File: config.mk
export PLATFORM = sky130hd
export DESIGN_NAME = pvkd_drift
export DESIGN_NICKNAME = d
export VERILOG_FILES = /design/src/rtl/particle_verlet_kick_drift_defines.svh /design/src/rtl/pvkd_pkg.sv /design/src/rtl/pvkd_drift.sv
export SDC_FILE = /design/constraint.sdc
export NUM_CORES = 2
export LEC_CHECK = 0
export BUFFER_PORTS_ARGS = -buffer_cell sky130_fd_sc_hd__clkbuf_2
export CAP_MARGIN = 15
export CORE_ASPECT_RATIO = 1.2
export CORE_MARGIN = 8
export CORE_UTILIZATION = 35
export CTS_BUF_LIST = sky130_fd_sc_hd__clkbuf_16
export DETAILED_ROUTE_END_ITERATION = 12
export PLACE_DENSITY = 0.49
export SLEW_MARGIN = 10
export SYNTH_ARGS = -nofsm -noshare
export SYNTH_HDL_FRONTEND = slang
export SYNTH_SLANG_ARGS = --single-unit
export TNS_END_PERCENT = 1
File: constraint.sdc
create_clock -name clk -period 26.1 [get_ports clk]
set_input_delay 2.61 -clock clk [delete_from_list [all_inputs] [get_ports clk]]
set_output_delay 2.61 -clock clk [all_outputs]
set_load 0.05 [all_outputs]
File: src/rtl/particle_verlet_kick_drift_defines.svh
// ----------------------------------------------------------------------------
// Assertion macros for the particle kick/drift integrator
// Clock clk and active-low reset rst_n are taken from the using scope.
// ----------------------------------------------------------------------------
`ifndef PARTICLE_VERLET_KICK_DRIFT_DEFINES_SVH
`define PARTICLE_VERLET_KICK_DRIFT_DEFINES_SVH

`ifndef SYNTHESIS
// Implication checked at every edge out of reset
`define PVKD_AST_IMPL(name, ante, cons) \
  name: assert property (@(posedge clk) disable iff (!rst_n) (ante) |-> (cons)) \
    else $error("pvkd implication violated");
// Condition that must never hold
`define PVKD_AST_NEVER(name, cond) \
  name: assert property (@(posedge clk) disable iff (!rst_n) !(cond)) \
    else $error("pvkd forbidden condition seen");
`else
`define PVKD_AST_IMPL(name, ante, cons)
`define PVKD_AST_NEVER(name, cond)
`endif

`endif

File: src/rtl/pvkd_pkg.sv
// ----------------------------------------------------------------------------
// pvkd_pkg
// Shared constants and codes for the particle kick/drift integrator.
// ----------------------------------------------------------------------------
`default_nettype none

package pvkd_pkg;

  localparam int DW            = 32;  // data word
  localparam int FRAC_BITS_DEF = 16;
  localparam int PROD_W        = 62;  // half step * |force| < 2^62
  localparam int MD_W          = 64;  // mass * weight
  localparam int QB            = 34;  // quotient bits, cap is 2^33
  localparam int DIV_LAT       = QB + 1;
  localparam int CFG_IDX_W     = 1;

  localparam logic [QB-1:0] QCAP = {1'b1, {(QB-1){1'b0}}};

  typedef enum logic [1:0] {
    CMD_KICK       = 2'd0,
    CMD_DRIFT      = 2'd1,
    CMD_KICK_DRIFT = 2'd2,
    CMD_NONE       = 2'd3
  } cmd_e;

  typedef enum logic [CFG_IDX_W-1:0] {
    CFG_TIME_STEP = 1'b0,
    CFG_WEIGHTING = 1'b1
  } cfg_idx_e;

endpackage

`default_nettype wire

File: src/rtl/pvkd_drift.sv
// ----------------------------------------------------------------------------
// pvkd_drift
// One position lane: x + (t * v) >> F when en is set, else x, saturated, two register stages.
// ----------------------------------------------------------------------------
`default_nettype none

module pvkd_drift
  import pvkd_pkg::*;
#(
  parameter int FRAC_BITS = FRAC_BITS_DEF
) (
  input  wire logic          clk,
  input  wire logic [DW-1:0] x,
  input  wire logic [DW-1:0] v,
  input  wire logic [DW-1:0] t,
  input  wire logic          en,
  output logic      [DW-1:0] x_new,
  output logic               sat
);

  localparam int PW = 2 * DW;
  localparam int SW = PW + 1 - FRAC_BITS;

  logic [DW-1:0] vmag;
  logic [PW-1:0] prod_r;
  logic          vneg_r;
  logic [DW-1:0] x_r;
  logic          en_r;

  logic [SW-1:0] dx;
  logic [SW-1:0] xs;
  logic [SW-1:0] sum;
  logic          fits;
  logic [DW-1:0] x_nxt;
  logic          sat_nxt;
  logic [DW-1:0] x_new_r;
  logic          sat_r;

  assign vmag = v[DW-1] ? (~v + 1'b1) : v;

  always_ff @(posedge clk) begin
    prod_r <= t * vmag;
    vneg_r <= v[DW-1];
    x_r    <= x;
    en_r   <= en;
  end

  assign dx   = {1'b0, prod_r[PW-1:FRAC_BITS]};
  assign xs   = {{(SW-DW){x_r[DW-1]}}, x_r};
  assign sum  = vneg_r ? (xs - dx) : (xs + dx);
  assign fits = (&sum[SW-1:DW-1]) | ~(|sum[SW-1:DW-1]);

  always_comb begin
    x_nxt   = x_r;
    sat_nxt = 1'b0;
    if (en_r) begin
      if (fits) begin
        x_nxt = sum[DW-1:0];
      end else begin
        x_nxt   = sum[SW-1] ? {1'b1, {(DW-1){1'b0}}} : {1'b0, {(DW-1){1'b1}}};
        sat_nxt = 1'b1;
      end
    end
  end

  always_ff @(posedge clk) begin
    x_new_r <= x_nxt;
    sat_r   <= sat_nxt;
  end

  assign x_new = x_new_r;
  assign sat   = sat_r;

endmodule

`default_nettype wire
==> run_results.csv <==
group,metric,value,unit
run_status,status,"finished, final reports clean",
critical_path,arrival,13050,ps
placed_design,dp_hpwl,95.2,mm
routing,wl_met1,54.3,mm
logic_synthesis,synthMuxAreaShare,0.00106,
sta,worst_pin_slew,1150,ps
floorplan,die_w,326,um
logic_synthesis,synth_compound_area_frac,0.0718,
placed_design,detailed_place.area,42600,sq um
logic_synthesis,synth_nets,5944,
finish,drive_gt1_frac,0.0602,
floorplan,row_count,136,
logic_synthesis,synth_edf_count,0,
sta,finalHoldViolations,0,
clocking,hold_buffers,0,
logic_synthesis,synth-seq-area-share,0.0571,
global_route,grt_pass1_vias,33681,
critical_path,cp_max_fo,33,
logic_synthesis,yosys.area_share.xor_xnor,0.0335,
sta,hold-worst-slack,533,ps
critical_path,crit_required,26420,ps
routing,met2WireLength,60.5,mm
clocking,cts.htree.levels,4,
global_route,grt_pass1_wl,198,mm
placed_design,place_ws,12860,ps
critical_path,worst_path_most_repeated_cell,"fa_1",
sta,setup_tns,0,ps
floorplan,die_h,388,um
floorplan,die_area,126000,sq um
sta,relSlewSlack,0.234,
routing,drc,0,
sta,finalCritPeriodShare,0.488,
critical_path,crit_family,"adder cells",
clocking,clk_latency,440,ps
routing,detail-route-antenna-nets,0,
critical_path,setup.worst_path.class,"in2reg",
floorplan,start_util,0.353,
sta,worst_slack,13370,ps
logic_synthesis,synth_ff_type,"dfxtp_1",
routing,via_per_inst,5.01,
clocking,cts_root_buf,"clkbuf_16",
global_route,grt_max_degree,62,
routing,vias,30790,
critical_path,crit_buf_inv,8,
logic_synthesis,yosysUniqueCellTypes,74,
floorplan,core-area,114000,sq um
routing,dr_wl_met3,7.82,mm
finish,syn_to_final_growth,7.20,%
routing,wire_per_inst,20.6,um
clocking,clk_path_buf_depth,2,
clocking,cts_resized,0,
logic_synthesis,synth_top_family_by_area,"adder cells",
critical_path,setup.worst_path.start_class,"input pin",
logic_synthesis,synth-async-reset-ratio,0,
critical_path,end_kind,"register",
clocking,cts_buffers,17,
global_route,antenna_found_initial,9,
logic_synthesis,yosysWarnings,0,
logic_synthesis,yosys_register_bits,115,
clocking,cts.sinks,115,
critical_path,slowest_delay,670,ps
finish,nets,5912,
global_route,grt_overflow,0,
sta,max_freq,0.0786,GHz
sta,period_needed,12730,ps
routing,drtIter0Drc,1631,
placed_design,io_buffers,130,
critical_path,cpMaxStageDelayCell,"o41ai_1",
sta,fin_skew,14.3,ps
sta,finalSetupViolCount,0,
floorplan,ios,131,
logic_synthesis,yosys.area_share.simple,0.182,
logic_synthesis,synth.avg_cell_area,8.69,sq um
routing,top_layer_used,"met5",
clocking,cts_tree,"yes",
routing,firstDrtPassIters,6,
clocking,cts.clk_slew.worst_paths,60,ps
job,cap_violations,0,
sta,slew_violations,0,
logic_synthesis,syn_area,40300,sq um
logic_synthesis,netlist_instances,4640,
global_route,grt_util_all_layers,0.200,
logic_synthesis,synth_fa_ha_area_frac,0.541,
finish,final_cell_area,43200,sq um
routing,routed_wl,126,mm
clocking,post-cts-setup-buffer-count,0,
placed_design,gp_congestion,0.885,
sta,rsz0062_at_grt,"no",
min_path,hp-class,"reg2reg",
## cell families after synthesis
group                    after synthesis
multiplexers                           4
AND/OR/NAND/NOR                     1486
adder cells (fa/ha/maj)             1206
AO/OA/AOI/OAI                        463
flip-flops                           115
buffers and inverters               1212
XOR/XNOR                             154
## final timing paths
| check | start | end | slack [ps] | depth (start not counted) |
|---|---|---|---|---|
| worst max-delay path | v[0] | prod_r[59] | 13370 | 35 |
| worst max register to register | prod_r[23] | x_new[4] | 18630 | 21 |
| worst min register to register | x_r[28] | x_new[28] | 530 | 2 |
| worst min-delay path | x_r[28] | x_new[28] | 530 | 2 |
## cell usage in the layout, fill, tap and decap left out, types with 106 or more instances in the layout
cell type  count
nand2_1      650
clkbuf_2     130
a21oi_1      137
dfxtp_1      114
ha_1         310
inv_1        972
and2_1       486
nor2_1       152
o21ai_0      106
fa_1         896
## worst reg2reg max path: cells and delay by family (launching register included)
kind            cells  cell delay (ps)
xor+xnor            1              200
buf+inv             1              240
simple gates       12             4330
flops               1              330
compound gates      6             1810
fa+ha+maj           1              450
## per-stage QoR
| step | utilization | std cells |
|---|---|---|
| after floorplan | - | 4640 |
| after global placement | 0.372 | 6106 |
| after detailed placement | 0.372 | 6106 |
| after CTS | 0.378 | 6138 |
| after global routing | 0.378 | 6139 |
| final | 0.378 | 6143 |
## layout make-up
class	instances	area (sq um)
fill	11965	71100
multi-input combinational	3313	33600
inverter	972	3650
sequential	115	2300
tap	1518	1900
timing repair buffer	189	1100
clock buffer	17	425
clock inverter	15	183
antenna	4	10.0
## state kept, by name, summed over array words and instances (netlist names)
name / count
en_r: 1
prod_r: 48
sat: 1
vneg_r: 1
x_new: 32
x_r: 32
## synthesized netlist by cell type, types with 35 or more instances
master,count,area share
dfxtp_1,115,0.057
a21oi_1,137,0.017
nand2_1,650,0.061
inv_1,972,0.090
nor3_1,35,0.0043
and2_1,486,0.075
ha_1,310,0.096
fa_1,896,0.44
nor2_1,152,0.014
o21ai_0,106,0.013
clkbuf_1,225,0.021
xnor2_1,123,0.027
## metal layers
| metal | vias up | GRT usage |
|---|---|---|
| li1 | 13906 | - |
| met5 | - | 0 |
| met3 | 191 | 0.0385 |
| met2 | 847 | 0.340 |
| met4 | 8 | 0.0566 |
| met1 | 15838 | 0.260 |
Power is left out: the tool's default activity adds up to more than one toggle a clock period on the data nets, which glitch-free logic cannot reach.
